File: src/sv/elc_pkg.sv
`timescale 1ns / 1ps
// ----------------------------------------------------------------------------
// elc_pkg: shared types and constants of the elevator controller
// Holds the word formats of both channels, the register set, the event,
// mode and heading codes, and the reset values of the registers.
// ----------------------------------------------------------------------------
package elc_pkg;

   localparam int FLOORS_DEF = 16;

   // event codes
   localparam logic [1:0] OP_CALL   = 2'd0;
   localparam logic [1:0] OP_TICK   = 2'd1;
   localparam logic [1:0] OP_CLOSED = 2'd2;

   // car modes
   localparam logic [1:0] MODE_WAIT = 2'd0;
   localparam logic [1:0] MODE_UP   = 2'd1;
   localparam logic [1:0] MODE_DOWN = 2'd2;
   localparam logic [1:0] MODE_OPEN = 2'd3;

   // headings
   localparam logic [1:0] HEAD_IDLE = 2'd0;
   localparam logic [1:0] HEAD_UP   = 2'd1;
   localparam logic [1:0] HEAD_DOWN = 2'd2;

   // register indexes
   localparam logic [1:0] CSR_LOWEST  = 2'd0;
   localparam logic [1:0] CSR_HIGHEST = 2'd1;
   localparam logic [1:0] CSR_TICKS   = 2'd2;

   localparam logic [3:0]  LOWEST_RESET  = 4'd1;
   localparam logic [3:0]  HIGHEST_RESET = 4'd5;
   localparam logic [15:0] TICKS_RESET   = 16'd1500;

   typedef struct packed {
      logic [1:0] op;
      logic [3:0] call_floor;
   } req_type;

   typedef struct packed {
      logic [3:0] car_floor;
      logic [1:0] car_mode;
      logic [1:0] heading;
      logic       open_command;
      logic       bad_call;
   } rsp_type;

   typedef struct packed {
      logic [3:0]  lowest_floor;
      logic [3:0]  highest_floor;
      logic [15:0] travel_ticks;
   } cfg_type;

   typedef struct packed {
      logic any_up;
      logic any_down;
   } pick_type;

endpackage

File: src/sv/elevator_controller.sv
`timescale 1ns / 1ps
// ----------------------------------------------------------------------------
// elevator_controller: single-car lift controller
// Takes one event word per cycle while req_stall is low (floor call, time tick,
// doors closed) and returns one status word per event: floor, mode, heading,
// door-open pulse and a flag for a call outside the served floors.
//
// Channels: req_valid/req_stall/req_word carry events in, rsp_valid/
// rsp_stall/rsp_word carry status out. A word moves on a rising edge with
// valid high and stall low. The csr_ port writes lowest floor, highest floor
// and ticks per floor on any edge with csr_write high; write only when idle.
//
// The event is held in the event register; the status word of that event
// lands in the status register. Throughput: one event per cycle while
// rsp_stall is low; the event register feeds the state and next-state logic.
// While rsp_stall holds, the status word and one further event are held;
// req_stall rises once both registers are full.
// Reset: no pending calls, car at floor 1 waiting with heading idle, travel
// count zero, registers back to 1, 5 and 1500, both channels empty.
// ----------------------------------------------------------------------------
module elevator_controller #(
   parameter int FLOORS = elc_pkg::FLOORS_DEF
) (
   input  logic             clock,
   input  logic             reset,
   input  logic             req_valid,
   output logic             req_stall,
   input  elc_pkg::req_type req_word,
   output logic             rsp_valid,
   input  logic             rsp_stall,
   output elc_pkg::rsp_type rsp_word,
   input  logic             csr_write,
   input  logic [1:0]       csr_index,
   input  logic [15:0]      csr_data
);

   elc_pkg::cfg_type cfg_ff;
   logic             s1_valid_ff, s1_valid_in;
   elc_pkg::req_type s1_item_ff;
   logic             rsp_valid_ff, rsp_valid_in;
   elc_pkg::rsp_type rsp_item_ff;
   elc_pkg::rsp_type core_rsp;
   logic             advance;
   logic             take;

   assign advance     = s1_valid_ff && (!rsp_valid_ff || !rsp_stall);
   assign req_stall   = s1_valid_ff && !advance;
   assign take        = req_valid && !req_stall;
   assign s1_valid_in = take || (s1_valid_ff && !advance);
   assign rsp_valid_in = advance || (rsp_valid_ff && rsp_stall);

   elc_core #(.FLOORS(FLOORS)) u_core (
      .clock (clock),
      .reset (reset),
      .cfg   (cfg_ff),
      .en    (advance),
      .item  (s1_item_ff),
      .rsp   (core_rsp)
   );

   always_ff @(posedge clock) begin
      if (reset) begin
         cfg_ff.lowest_floor  <= elc_pkg::LOWEST_RESET;
         cfg_ff.highest_floor <= elc_pkg::HIGHEST_RESET;
         cfg_ff.travel_ticks  <= elc_pkg::TICKS_RESET;
      end else if (csr_write) begin
         unique case (csr_index)
            elc_pkg::CSR_LOWEST:  cfg_ff.lowest_floor  <= csr_data[3:0];
            elc_pkg::CSR_HIGHEST: cfg_ff.highest_floor <= csr_data[3:0];
            elc_pkg::CSR_TICKS:   cfg_ff.travel_ticks  <= csr_data;
            default: begin
            end
         endcase
      end
   end

   always_ff @(posedge clock) begin
      if (reset) begin
         s1_valid_ff  <= 1'b0;
         rsp_valid_ff <= 1'b0;
      end else begin
         s1_valid_ff  <= s1_valid_in;
         rsp_valid_ff <= rsp_valid_in;
      end
   end

   always_ff @(posedge clock) begin
      if (take) s1_item_ff <= req_word;
      if (advance) rsp_item_ff <= core_rsp;
   end

   assign rsp_valid = rsp_valid_ff;
   assign rsp_word  = rsp_item_ff;

endmodule

File: src/sv/elc_pick.sv
`timescale 1ns / 1ps
// ----------------------------------------------------------------------------
// elc_pick: pending-call search
// Reports whether a served floor above or below the car has a pending call.
// ----------------------------------------------------------------------------
module elc_pick #(
   parameter int FLOORS = elc_pkg::FLOORS_DEF
) (
   input  logic [FLOORS-1:0] pending,
   input  logic [3:0]        floor_now,
   input  logic [3:0]        lo,
   input  logic [3:0]        hi,
   output elc_pkg::pick_type pick
);

   always_comb begin
      pick = '0;
      for (int f = 0; f < FLOORS; f++) begin
         if (pending[f] && f >= int'(lo) && f <= int'(hi)) begin
            if (f > int'(floor_now)) pick.any_up   = 1'b1;
            if (f < int'(floor_now)) pick.any_down = 1'b1;
         end
      end
   end

endmodule

File: src/sv/elc_core.sv
`timescale 1ns / 1ps
// ----------------------------------------------------------------------------
// elc_core: car state and event handling
// Holds the pending calls, floor, mode, heading and travel count, and works
// out the next state and the result word of one event.
// ----------------------------------------------------------------------------
module elc_core #(
   parameter int FLOORS = elc_pkg::FLOORS_DEF
) (
   input  logic             clock,
   input  logic             reset,
   input  elc_pkg::cfg_type cfg,
   input  logic             en,
   input  elc_pkg::req_type item,
   output elc_pkg::rsp_type rsp
);

   localparam int TopIdx = FLOORS - 1;

   logic [FLOORS-1:0] pending_ff, pending_in, pend_src;
   logic [3:0]        floor_ff, floor_in;
   logic [1:0]        mode_ff, mode_in;
   logic [1:0]        head_ff, head_in;
   logic [15:0]       count_ff, count_in;

   logic [3:0]        hi_eff;
   logic              bad_req;
   logic              cur_served;
   logic [15:0]       cnt1;
   logic [15:0]       limit;
   logic signed [5:0] nxt;
   logic              nxt_ok;
   logic              go_down;
   logic              do_pick;
   logic              opened;
   logic              bad;
   elc_pkg::pick_type pick;

   function automatic logic bit_at(input logic [FLOORS-1:0] v, input int f);
      logic hit;
      hit = 1'b0;
      for (int i = 0; i < FLOORS; i++)
         if (i == f) hit = v[i];
      return hit;
   endfunction

   function automatic logic [FLOORS-1:0] hot(input int f);
      logic [FLOORS-1:0] v;
      v = '0;
      for (int i = 0; i < FLOORS; i++)
         if (i == f) v[i] = 1'b1;
      return v;
   endfunction

   assign hi_eff = (int'(cfg.highest_floor) > TopIdx) ? 4'(TopIdx) : cfg.highest_floor;
   assign bad_req = (item.call_floor < cfg.lowest_floor) || (item.call_floor > hi_eff);
   assign cur_served = (floor_ff >= cfg.lowest_floor) && (floor_ff <= hi_eff);
   assign pend_src = (item.op == elc_pkg::OP_CALL && !bad_req)
                     ? (pending_ff | hot(int'(item.call_floor))) : pending_ff;

   assign cnt1  = count_ff + 16'd1;
   assign limit = (cfg.travel_ticks == 16'd0) ? 16'd1 : cfg.travel_ticks;
   assign nxt   = (mode_ff == elc_pkg::MODE_UP) ? $signed({2'b00, floor_ff}) + 6'sd1
                                                : $signed({2'b00, floor_ff}) - 6'sd1;
   assign nxt_ok = (nxt >= $signed({2'b00, cfg.lowest_floor}))
                && (nxt <= $signed({2'b00, hi_eff}));
   assign go_down = (head_ff == elc_pkg::HEAD_DOWN) ? pick.any_down : !pick.any_up;

   elc_pick #(.FLOORS(FLOORS)) u_pick (
      .pending   (pend_src),
      .floor_now (floor_ff),
      .lo        (cfg.lowest_floor),
      .hi        (hi_eff),
      .pick      (pick)
   );

   always_comb begin
      pending_in = pending_ff;
      floor_in   = floor_ff;
      mode_in    = mode_ff;
      head_in    = head_ff;
      count_in   = count_ff;
      opened     = 1'b0;
      bad        = 1'b0;
      do_pick    = 1'b0;
      unique case (item.op)
         elc_pkg::OP_CALL: begin
            if (bad_req) begin
               bad = 1'b1;
            end else begin
               pending_in = pend_src;
               if (mode_ff == elc_pkg::MODE_WAIT) do_pick = 1'b1;
            end
         end
         elc_pkg::OP_TICK: begin
            if (mode_ff == elc_pkg::MODE_UP || mode_ff == elc_pkg::MODE_DOWN) begin
               count_in = cnt1;
               if (cnt1 >= limit) begin
                  count_in = '0;
                  if (!nxt_ok) begin
                     mode_in = elc_pkg::MODE_WAIT;
                     head_in = elc_pkg::HEAD_IDLE;
                  end else begin
                     floor_in = nxt[3:0];
                     if (bit_at(pending_ff, int'(nxt[3:0]))) begin
                        pending_in = pending_ff & ~hot(int'(nxt[3:0]));
                        mode_in    = elc_pkg::MODE_OPEN;
                        opened     = 1'b1;
                     end
                  end
               end
            end
         end
         elc_pkg::OP_CLOSED: begin
            if (mode_ff == elc_pkg::MODE_OPEN) do_pick = 1'b1;
         end
         default: begin
         end
      endcase
      if (do_pick) begin
         if (cur_served && bit_at(pend_src, int'(floor_ff))) begin
            pending_in = pend_src & ~hot(int'(floor_ff));
            mode_in    = elc_pkg::MODE_OPEN;
            opened     = 1'b1;
         end else if (!pick.any_up && !pick.any_down) begin
            mode_in = elc_pkg::MODE_WAIT;
            head_in = elc_pkg::HEAD_IDLE;
         end else if (go_down) begin
            mode_in  = elc_pkg::MODE_DOWN;
            head_in  = elc_pkg::HEAD_DOWN;
            count_in = '0;
         end else begin
            mode_in  = elc_pkg::MODE_UP;
            head_in  = elc_pkg::HEAD_UP;
            count_in = '0;
         end
      end
   end

   always_comb begin
      rsp.car_floor    = floor_in;
      rsp.car_mode     = mode_in;
      rsp.heading      = head_in;
      rsp.open_command = opened;
      rsp.bad_call     = bad;
   end

   always_ff @(posedge clock) begin
      if (reset) begin
         pending_ff <= '0;
         floor_ff   <= elc_pkg::LOWEST_RESET;
         mode_ff    <= elc_pkg::MODE_WAIT;
         head_ff    <= elc_pkg::HEAD_IDLE;
         count_ff   <= '0;
      end else if (en) begin
         pending_ff <= pending_in;
         floor_ff   <= floor_in;
         mode_ff    <= mode_in;
         head_ff    <= head_in;
         count_ff   <= count_in;
      end
   end

endmodule

File: config.mk
export PLATFORM = sky130hd
export DESIGN_NAME = elevator_controller
export DESIGN_NICKNAME = d
export VERILOG_FILES = /design/src/sv/elc_pkg.sv /design/src/sv/elevator_controller.sv /design/src/sv/elc_pick.sv /design/src/sv/elc_core.sv
export SDC_FILE = /design/constraint.sdc
export NUM_CORES = 1
export LEC_CHECK = 0
export BUFFER_PORTS_ARGS = -buffer_cell sky130_fd_sc_hd__buf_4
export CAP_MARGIN = 30
export CORE_ASPECT_RATIO = 1.2
export CORE_UTILIZATION = 65
export DETAILED_ROUTE_END_ITERATION = 10
export HOLD_SLACK_MARGIN = 0.1
export PLACE_DENSITY = 0.85
export SLEW_MARGIN = 20
export SYNTH_ARGS = -nofsm -noshare
export SYNTH_HDL_FRONTEND = slang
export SYNTH_SLANG_ARGS = --single-unit
File: constraint.sdc
create_clock -name clock -period 8.97 [get_ports clock]
set_clock_uncertainty 0.1 [all_clocks]
set_input_delay 0.897 -clock clock [delete_from_list [all_inputs] [get_ports clock]]
set_output_delay 0.897 -clock clock [all_outputs]
set_load 0.005 [all_outputs]
==> results_dict.tcl, run 1 <==
set metrics [dict create \
    die_height_um 111 \
    cts_made_buffers 9 \
    critical_path_class "reg2reg" \
    fp.dieW_um 93.1 \
    grt_remaining_overflow 0 \
    met1_use_gr_pct 52.4 \
    clk_transition_reported_paths_ns 0.06 \
    yosys-top-cells-area "sky130_fd_sc_hd__dfxtp_1 (20%), sky130_fd_sc_hd__ha_1 (9.1%), sky130_fd_sc_hd__edfxtp_1 (7.4%), sky130_fd_sc_hd__nand2_1 (5.4%), sky130_fd_sc_hd__a21oi_1 (3.9%)" \
    hold_path_class "reg2reg" \
    initial_core_utilization_pct 67.3 \
    globalRouteTotalUtil_pct 44.5 \
    initialDrtViolationCount 865 \
    setup.worst_path.end_class "flop" \
    gr-usage-met3_pct 8.92 \
    syn-num-nets 881 \
    synth.distinct_cells 94 \
    largest_vdd_supply_drop_uv 129 \
    grt_pass1_wl_um 35500 \
    max_freq_mhz 186 \
    worstRegToRegCells 14 \
    clkSinkCount 82 \
    ys_seq_area_share_pct 27.8 \
    final_antenna_net_count 0 \
    worst_slew_margin_rel_pct 43.2 \
    max_cap_violations 0 \
    p_per_area_mw_per_mm2 126 \
    fp.coreArea_mm2 0.00961 \
    dp_hpwl_um 16400 \
    synth_ff_type "sky130_fd_sc_hd__dfxtp_1" \
    post_cts_hold_buffer_count 0 \
    placement.io_buffers 40 \
    synth-async-reset-ratio_pct 0 \
    grt.met2_usage_pct 70.4 \
    globalplace.congestion 1.02 \
    final_critical_path_setup_slack_ns 3.58 \
    worst-endpoint-arrival_ns 5.53 \
    cts-root-buf "sky130_fd_sc_hd__clkbuf_16" \
    max_slew.worst_pin.slew_ns 0.849 \
    fill_cells 688 \
    totalWireLength_um 22700 \
    cts_tree "built" \
    post-cts-setup-buffer-count 0 \
    outcome "finished clean" \
    timing.critical_path.fanout_max 16 \
    syn-cell-area_mm2 0.00647 \
    post-route-drc-count 0 \
    final_design_area_no_fill_mm2 0.00710 \
    fp-row-count 39 \
    grt_start_max_net_pins 34 \
    dpl_worst_slack_ns 3.52 \
    syn_inst 805 \
    die_area_mm2 0.0104 \
    worst_setup_path_start_kind "flop" \
    hold_fails_final_rpt 0 \
    synth_edf_count 16 \
    synth-warning-count 0 \
    fin_nets 894 \
    area_delta_synth_final_pct 9.67 \
    synth_largest_area_cell "sky130_fd_sc_hd__dfxtp_1" \
    grt_setup_unrepaired "no" \
    tns_ns 0 \
    clkLatencyLatePin_ns 0.35 \
    leakagePower_nw 2.82 \
    timing.final.crit_share_pct 60.1 \
    top_level_ports 41 \
    number_of_antenna_violations_at_the_first_check_in_global_routing 0 \
    htreeDepth 3 \
    yosys_register_bits 82 \
    cp_data_required_time_ns 9.11 \
    fraction_of_final_layout_cells_sized_beyond_drive_strength_1_pct 12.8 \
    detail_route.vias_per_cell 7.40 \
    grt_pass1_vias 6598 \
    cts-resized-gates 0 \
    min_delay_path_depth 2 \
    fin_crit_ns 5.39 \
    cts-root-to-sink-buffers 2 \
    count_of_antenna_diodes_in_the_layout 0 \
    drt-pass1-iter-count 6 \
    routedWlPerCell_um 24.0 \
    via_total_after_detailed_routing 6998 \
    syn_area_per_cell_um2 8.04 \
    busiest_layer_in_global_routing "met2" \
    timing_max_transition_violations_final 0 \
    final-setup-viol-count 0 \
    finalHoldWorstSlack_ns 0.384 \
    post_dp_cell_area_mm2 0.00677 \
    synth_top_area_share_pct 20.4 \
]
## power by group
group / internal [W] / switching [W] / total, W
logic: 0.0000390 / 0.0000706 / 0.000110
registers: 0.000385 / 0.0000150 / 0.000400
clock network: 0.000218 / 0.000164 / 0.000382
## through the flow
stage                     util, %  cells  power, W
final                        73.8    946  0.000891
after global routing         73.8    946  0.000910
after CTS                    73.6    945  0.000883
after detailed placement     70.5    929  0.000510
after global placement       70.5    929  0.000506
after floorplan                 -    805  0.000471
## registers in the layout (all words and copies together), names as in the netlist
signal and flops:
cfg_ff 24, u_core.count_ff 16, u_core.pending_ff 16, rsp_word 10, s1_item_ff 6, u_core.floor_ff 4, u_core.head_ff 2, u_core.mode_ff 2
rsp_valid 1, s1_valid_ff 1
## cells in the mapped netlist, drive strengths merged, types with 5 or more instances
cell     instances
nand2           94
dfxtp           66
nor2            66
a21oi           51
ha              47
inv             39
clkbuf          34
nand3           33
o21ai           33
a31oi           23
nand2b          18
o211ai          18
edfxtp          16
a21o            14
o21a            14
nand4           13
o22ai           13
buf             12
nor2b           12
nor3            12
a211oi          11
or2             10
xnor2            9
mux2i            8
o31ai            8
a22o             7
and3             7
nor4             7
a2111oi          6
mux2             6
o311ai           6
o32ai            6
or3              6
a211o            5
a41oi            5
## layout by cell type (no fill, tap or decap), drive strengths merged, types with 4 or more instances in the layout
master,netlist,layout
a31oi,23,23
a21oi,51,51
nand3,33,33
a2111oi,6,6
clkbuf,34,9
o311ai,6,6
o21a,14,14
o21bai,4,4
a211oi,11,11
a41oi,5,5
nand2b,18,18
and2,4,4
nand2,94,94
nor3,12,12
mux2i,8,8
inv,39,41
or3,6,6
edfxtp,16,16
a22o,7,7
mux2,6,6
o21ai,33,33
o32ai,6,6
nand4,13,13
xor2,4,4
o31ai,8,8
buf,12,48
a211o,5,5
a21o,14,14
and3,7,7
dfxtp,66,66
nor2,66,66
nor4,7,7
o22ai,13,13
or2,10,10
o2111ai,4,4
ha,47,47
clkinv,1,4
xnor2,9,9
nor2b,12,12
o211ai,18,18
## routing by layer
layer / up-vias / part of all wire (%)
met4: 0 / 8.7
met1: 3243 / 36
met3: 182 / 9.8
met2: 530 / 46
met5: - / 0
li1: 3043 / -
## worst max-delay path, stage by stage, from the launching register on
cell	delay, ns
sky130_fd_sc_hd__dfxtp_1	0.71
sky130_fd_sc_hd__inv_2	0.29
sky130_fd_sc_hd__ha_1	0.38
sky130_fd_sc_hd__xor2_1	0.60
sky130_fd_sc_hd__inv_2	0.24
sky130_fd_sc_hd__ha_1	0.37
sky130_fd_sc_hd__nor2b_1	0.16
sky130_fd_sc_hd__o21a_1	0.16
sky130_fd_sc_hd__o21ai_0	0.16
sky130_fd_sc_hd__a21oi_1	0.09
sky130_fd_sc_hd__a2111oi_1	0.68
sky130_fd_sc_hd__nand4_1	0.46
sky130_fd_sc_hd__or3_1	0.50
sky130_fd_sc_hd__o21bai_1	0.15
sky130_fd_sc_hd__o2bb2a_1	0.22
## kinds of logic (layout without fill, tap and decap cells)
| family | after synthesis | count (layout) | synth area share, % |
|---|---|---|---|
| multiplexers | 17 | 17 | 3.33 |
| adder cells (fa/ha/maj) | 48 | 48 | 9.24 |
| AO/OA/AOI/OAI | 256 | 256 | 29.1 |
| XOR/XNOR | 13 | 13 | 1.76 |
| AND/OR/NAND/NOR | 303 | 303 | 23.3 |
| buffers and inverters | 86 | 104 | 5.49 |
| flip-flops | 82 | 82 | 27.8 |
## path summary, 6_finish.rpt
| check | startpoint | to | slack, ns |
|---|---|---|---|
| worst max-delay path | u_core.floor_ff[0]$_SDFFE_PP1P_ | u_core.pending_ff[6]$_SDFFE_PP0P_ | 3.58 |
| worst min-delay path | cfg_ff[0]$_SDFFE_PP0P_ | cfg_ff[0]$_SDFFE_PP0P_ | 0.38 |
| worst max register to register | u_core.floor_ff[0]$_SDFFE_PP1P_ | u_core.pending_ff[6]$_SDFFE_PP0P_ | 3.58 |
| worst min register to register | cfg_ff[0]$_SDFFE_PP0P_ | cfg_ff[0]$_SDFFE_PP0P_ | 0.38 |
## layout make-up
cell class / instances / area [um2] / area share (%)
multi-input combinational: 637 / 4320 / 60.9
sequential: 82 / 1800 / 25.4
timing repair buffer: 48 / 368 / 5.18
clock buffer: 9 / 225 / 3.17
tap: 123 / 154 / 2.17
inverter: 40 / 150 / 2.12
clock inverter: 7 / 76.3 / 1.08
No activity file was read; power rests on OpenSTA's default activity.
==> inputs of run 2 (changes only) <==
- CORE_UTILIZATION: 65 -> 56
- PLACE_DENSITY: 0.85 -> 0.77
- clock period: 8.97 -> 4.7 ns (I/O delays scaled with it)
==> results_dict.tcl, run 2 (synthesis results as in run 1) <==
set metrics [dict create \
    dr_wl_met2_um 10700 \
    fill_cells 941 \
    worstRegToRegCells 18 \
    leakagePower_nw 2.93 \
    hold_fails_final_rpt 0 \
    timing_max_transition_violations_final 0 \
    grt_start_max_net_pins 34 \
    route.layer.met1.wl_um 8490 \
    fp.coreArea_mm2 0.0111 \
    globalplace.congestion 1.06 \
    layout.cells.most_common_list "sky130_fd_sc_hd__nand2_1 (93), sky130_fd_sc_hd__buf_4 (69), sky130_fd_sc_hd__dfxtp_1 (66)" \
    clk_transition_reported_paths_ns 0.07 \
    dp_hpwl_um 17100 \
    clkLatencyLatePin_ns 0.35 \
    htreeDepth 3 \
    largest_registers "cfg_ff: 24 flops, u_core.count_ff: 16 flops, u_core.pending_ff: 16 flops" \
    final_antenna_net_count 0 \
    cts_tree "built" \
    via_total_after_detailed_routing 6843 \
    timing.critical_path.fanout_max 7 \
    most_frequent_standard_cell_in_the_layout_excluding_fill_and_tap_cells "sky130_fd_sc_hd__nand2_1" \
    area_delta_synth_final_pct 12.9 \
    cts_made_buffers 9 \
    detailroute.wirelength.met3_um 1700 \
    critical_path_class "reg2reg" \
    die_height_um 120 \
    hold_start "req_word[2]" \
    timing.final.crit_share_pct 93.1 \
    detail_route.vias_per_cell 6.85 \
    area_of_all_sequential_standard_cells_mm2 0.00180 \
    multi_input_comb_area_mm2 0.00431 \
    totalWireLength_um 22500 \
    clkSinkCount 82 \
    worst_setup_path_startpoint "u_core.count_ff[0]$_SDFFE_PP0P_" \
    placed_cells 983 \
    number_of_antenna_violations_at_the_first_check_in_global_routing 0 \
    initialDrtViolationCount 723 \
    worst_r2r_endpoint "u_core.pending_ff[6]$_SDFFE_PP0P_" \
    cp_data_required_time_ns 4.84 \
    initial_core_utilization_pct 58.1 \
    post-route-drc-count 0 \
    setup.worst_path.end_class "flop" \
    fin_crit_ns 4.38 \
    hold_path_class "in2reg" \
    post_dp_cell_area_mm2 0.00700 \
    routedWlPerCell_um 22.5 \
    post-cts-setup-buffer-count 0 \
    grt_setup_unrepaired "no" \
    register_with_the_most_flip_flops "cfg_ff" \
    cts-root-to-sink-buffers 2 \
    max_slew.worst_pin.slew_ns 0.887 \
    grt_remaining_overflow 0 \
    fraction_of_final_layout_cells_sized_beyond_drive_strength_1_pct 15.0 \
    count_of_antenna_diodes_in_the_layout 0 \
    fp-row-count 42 \
    cts-resized-gates 0 \
    final_design_area_no_fill_mm2 0.00731 \
    fin_nets 916 \
    final-setup-viol-count 0 \
    worst_setup_path_start_kind "flop" \
    post_cts_hold_buffer_count 0 \
    worst-endpoint-arrival_ns 4.52 \
    min_delay_path_depth 1 \
    fin_cells 999 \
    tns_ns 0 \
    largest_vdd_supply_drop_uv 205 \
    cts-root-buf "sky130_fd_sc_hd__clkbuf_16" \
    drt-pass1-iter-count 6 \
    fp.dieW_um 100 \
    globalRouteTotalUtil_pct 38.1 \
    grt_pass1_wl_um 34700 \
    r2r_slack_ns 0.32 \
    max_ffs_per_register 24 \
    outcome "finished clean" \
    timing.hold.worst_endpoint "s1_item_ff[2]$_DFFE_PP_" \
    worst_slew_margin_rel_pct 40.1 \
    grt_pass1_vias 6401 \
    die_area_mm2 0.0120 \
    p_per_area_mw_per_mm2 237 \
    placement.io_buffers 40 \
    top_level_ports 41 \
    finalHoldWorstSlack_ns 0.189 \
    crit-reg2reg-launch "u_core.count_ff[0]$_SDFFE_PP0P_" \
    max_cap_violations 0 \
    max_freq_mhz 228 \
    route.top_layer_used "met4" \
]
## run 2: per-layer routing
| layer | vias up | GRT usage (%) |
|---|---|---|
| li1 | 3101 | - |
| met1 | 3224 | 44.8 |
| met2 | 405 | 63.7 |
| met3 | 113 | 5.71 |
| met4 | 0 | 25.6 |
| met5 | - | 0 |
## run 2: worst max-delay path: stages, from the launching register on
cell                       delay, ns
sky130_fd_sc_hd__dfxtp_1        0.40
sky130_fd_sc_hd__ha_1           0.25
sky130_fd_sc_hd__nand3_1        0.16
sky130_fd_sc_hd__nor2_1         0.16
sky130_fd_sc_hd__and3_1         0.20
sky130_fd_sc_hd__and3_1         0.19
sky130_fd_sc_hd__and3_1         0.20
sky130_fd_sc_hd__nand3_1        0.10
sky130_fd_sc_hd__xnor2_1        0.17
sky130_fd_sc_hd__ha_1           0.31
sky130_fd_sc_hd__o21ai_0        0.10
sky130_fd_sc_hd__nand2b_1       0.09
sky130_fd_sc_hd__a21oi_1        0.08
sky130_fd_sc_hd__or2_2          0.29
sky130_fd_sc_hd__o22ai_1        0.22
sky130_fd_sc_hd__nand4_1        0.38
sky130_fd_sc_hd__or3_1          0.49
sky130_fd_sc_hd__o21bai_1       0.16
sky130_fd_sc_hd__o2bb2a_1       0.22
## run 2: worst max-delay path by stage
stage | endpoint | slack [ns]
2_1_floorplan | u_core.pending_ff[6]$_SDFFE_PP0P_ | 0.33
3_3_place_gp | u_core.pending_ff[6]$_SDFFE_PP0P_ | 0.61
3_5_place_dp | u_core.pending_ff[6]$_SDFFE_PP0P_ | 0.49
4_1_cts | u_core.pending_ff[6]$_SDFFE_PP0P_ | 0.42
5_1_grt | u_core.pending_ff[6]$_SDFFE_PP0P_ | 0.05
6_report | u_core.pending_ff[6]$_SDFFE_PP0P_ | 0.32
## run 2: metrics by stage
stage / setup WS (ns) / total power, W / util, %
2_1_floorplan: 0.331 / 0.000899 / -
3_3_place_gp: 0.615 / 0.000977 / 62.8
3_5_place_dp: 0.494 / 0.000983 / 62.8
4_1_cts: 0.416 / 0.00172 / 65.6
5_1_grt: 0.0509 / 0.00178 / 65.6
6_report: 0.323 / 0.00173 / 65.6
## run 2: area by class of cell
class / instances / area share, %
clock buffers: 10 / 3.27
clock inverters: 6 / 0.993
inverters: 40 / 2.05
multi-input cells: 637 / 59.0
flip-flops and latches: 82 / 24.7
well taps: 154 / 2.64
repair buffers: 70 / 7.36
## run 2: where the power goes
group / switching (W) / internal (W)
sequential: 0.0000225 / 0.000734
clock: 0.000323 / 0.000434
combinational: 0.000136 / 0.0000834
==> inputs of run 3 (changes only) <==
--- a/config.mk
+++ b/config.mk
@@ -11,5 +11,5 @@
 export CORE_UTILIZATION = 56
 export DETAILED_ROUTE_END_ITERATION = 10
-export HOLD_SLACK_MARGIN = 0.1
+export HOLD_SLACK_MARGIN = 0.12
 export PLACE_DENSITY = 0.77
 export SLEW_MARGIN = 20
==> constraint.sdc (replaced) <==
create_clock -name clock -period 4.7 [get_ports clock]
set_clock_uncertainty 0.1 [all_clocks]
set_input_delay 1.41 -clock clock [delete_from_list [all_inputs] [get_ports clock]]
set_output_delay 1.41 -clock clock [all_outputs]
set_load 0.005 [all_outputs]
==> results_dict.tcl, run 3 (synthesis results as in run 1) <==
set metrics [dict create \
    critical_path_class "reg2reg" \
    worst_setup_path_startpoint "u_core.count_ff[2]$_SDFFE_PP0P_" \
    hold_path_class "reg2reg" \
    grt_pass1_wl_um 36300 \
    layout.cells.most_common_list "sky130_fd_sc_hd__nand2_1 (93), sky130_fd_sc_hd__buf_4 (79), sky130_fd_sc_hd__dfxtp_1 (66)" \
    timing.critical_path.slowest_cell_delay_ns 0.45 \
    dp_hpwl_um 17800 \
    timing.critical_path.mode_cell "sky130_fd_sc_hd__nand3_1" \
    die_area_mm2 0.0120 \
    fp.coreArea_mm2 0.0111 \
    cts_tree "built" \
    dpl_worst_slack_ns 0.514 \
    via_total_after_detailed_routing 6950 \
    leakagePower_nw 2.98 \
    globalRouteTotalUtil_pct 40.0 \
    post_cts_hold_buffer_count 0 \
    cp_top_delay_family "simple AND/OR/NAND/NOR gates" \
    register_with_the_most_flip_flops "cfg_ff" \
    worst_setup_path_start_kind "flop" \
    area_delta_synth_final_pct 14.2 \
    total_power_w 0.00177 \
    final_antenna_net_count 0 \
    drt-pass1-iter-count 5 \
    largest_registers "cfg_ff: 24 flops, u_core.count_ff: 16 flops, u_core.pending_ff: 16 flops" \
    fraction_of_final_layout_cells_sized_beyond_drive_strength_1_pct 15.8 \
    final-setup-viol-count 0 \
    fin_crit_ns 4.30 \
    grt_setup_unrepaired "no" \
    met1_use_gr_pct 46.1 \
    max_ffs_per_register 24 \
    grt_remaining_overflow 0 \
    clk_transition_reported_paths_ns 0.06 \
    slowest_stage_cell_on_the_critical_path "sky130_fd_sc_hd__a2111oi_0" \
    fp-row-count 42 \
    cts-resized-gates 0 \
    cp_data_required_time_ns 4.70 \
    timing.critical_path.fanout_max 7 \
    fill_cells 930 \
    busiest_layer_in_global_routing "met2" \
    outcome "finished clean" \
    fin_nets 925 \
    routedWlPerCell_um 23.3 \
    worst_slew_margin_rel_pct 43.3 \
    largest_vdd_supply_drop_uv 220 \
    post-cts-setup-buffer-count 0 \
    cp.depth 16 \
    max_cap_violations 0 \
    top_level_ports 41 \
    grt_pass1_vias 6722 \
    finalHoldWorstSlack_ns 0.365 \
    cts-root-to-sink-buffers 2 \
    cts_made_buffers 9 \
    final_util_pct 66.3 \
    max_freq_mhz 232 \
    die_height_um 120 \
    clkSinkCount 82 \
    timing_max_transition_violations_final 0 \
    initialDrtViolationCount 720 \
    cts-root-buf "sky130_fd_sc_hd__clkbuf_16" \
    crit-reg2reg-launch "u_core.count_ff[2]$_SDFFE_PP0P_" \
    hold_fails_final_rpt 0 \
    most_frequent_standard_cell_in_the_layout_excluding_fill_and_tap_cells "sky130_fd_sc_hd__nand2_1" \
    worstRegToRegCells 16 \
    initial_core_utilization_pct 58.1 \
    grt_start_max_net_pins 34 \
    detail_route.vias_per_cell 6.89 \
    timing.final.crit_share_pct 91.6 \
    htreeDepth 3 \
    final_critical_path_setup_slack_ns 0.396 \
    max_slew.worst_pin.slew_ns 0.841 \
    cp-endpoint "rsp_word[8]$_DFFE_PP_" \
    clkLatencyLatePin_ns 0.35 \
    tns_ns 0 \
    total_buffers_and_inverters_traversed_by_the_critical_path 2 \
    fp.dieW_um 100 \
    globalplace.congestion 1.03 \
    worst-endpoint-arrival_ns 4.30 \
    path_cells "nand2_1 -> nor2_1 -> and3_1 -> nand3_1 -> inv_1 -> nand3_1 -> nor2_1 -> nand3_1 -> xnor2_1 -> ha_1 -> nor2b_1 -> a2111oi_0 -> o22ai_1 -> buf_4 -> nand3_1 -> mux2_2" \
    number_of_antenna_violations_at_the_first_check_in_global_routing 0 \
    r2r_slack_ns 0.40 \
    count_of_antenna_diodes_in_the_layout 0 \
    totalWireLength_um 23500 \
    worst_r2r_endpoint "rsp_word[8]$_DFFE_PP_" \
    grt.met2_usage_pct 65.2 \
    placement.io_buffers 40 \
    setup.worst_path.end_class "flop" \
    p_per_area_mw_per_mm2 240 \
    post-route-drc-count 0 \
    gr-usage-met3_pct 7.40 \
]
==> run 3: changes by cell type in the layout (fill, tap and decap cells not counted), moves of 2 or more <==
cell | before | now
sky130_fd_sc_hd__inv_6 | 2 | 0
sky130_fd_sc_hd__buf_4 | 69 | 79
sky130_fd_sc_hd__clkbuf_16 | 9 | 11
sky130_fd_sc_hd__clkinv_4 | 1 | 3
==> run 3: through the flow <==
step                instance area (um2)  std cells
finish                             7390       1008
global route                       7390       1008
CTS                                7390       1008
detailed placement                 7050        992
global placement                   7050        992
floorplan                          6470        805
==> run 3: worst min path at each step <==
stage,startpoint,end,depth (start not counted)
after detailed placement,cfg_ff[0]$_SDFFE_PP0P_,cfg_ff[0]$_SDFFE_PP0P_,2
final,cfg_ff[0]$_SDFFE_PP0P_,cfg_ff[0]$_SDFFE_PP0P_,2
after global placement,cfg_ff[12]$_SDFFE_PP0P_,cfg_ff[12]$_SDFFE_PP0P_,2
after floorplan,cfg_ff[0]$_SDFFE_PP0P_,cfg_ff[0]$_SDFFE_PP0P_,2
after global routing,cfg_ff[0]$_SDFFE_PP0P_,cfg_ff[0]$_SDFFE_PP0P_,2
after CTS,cfg_ff[0]$_SDFFE_PP0P_,cfg_ff[0]$_SDFFE_PP0P_,2
==> run 3: area by class of cell <==
type | count | area (um2) | area share [%]
Clock buffer | 12 | 279 | 3.78
Multi-Input combinational cell | 637 | 4310 | 58.4
Clock inverter | 4 | 56.3 | 0.762
Tap cell | 154 | 193 | 2.61
Sequential cell | 82 | 1800 | 24.4
Timing Repair Buffer | 79 | 593 | 8.03
Inverter | 40 | 150 | 2.03
==> run 3: routing by layer <==
layer,share of wire [%],vias up
met4,8.8,0
met2,46,470
met3,9.9,151
met5,0,-
li1,-,3109
met1,35,3220
==> run 3: power by group <==
part / total, W / leakage, nW / internal, W / switching [W]
registers: 0.000753 / 0.685 / 0.000734 / 0.0000183
logic: 0.000233 / 2.13 / 0.0000864 / 0.000147
clock network: 0.000785 / 0.163 / 0.000479 / 0.000305
total: 0.00177 / 2.98 / 0.00130 / 0.000470
==> run 3: tightest hold or removal path, delay by kind of cell, from the launching register on <==
kind	cells	cell delay [ns]
compound gates	1	0.05
flops	1	0.31
simple gates	1	0.05
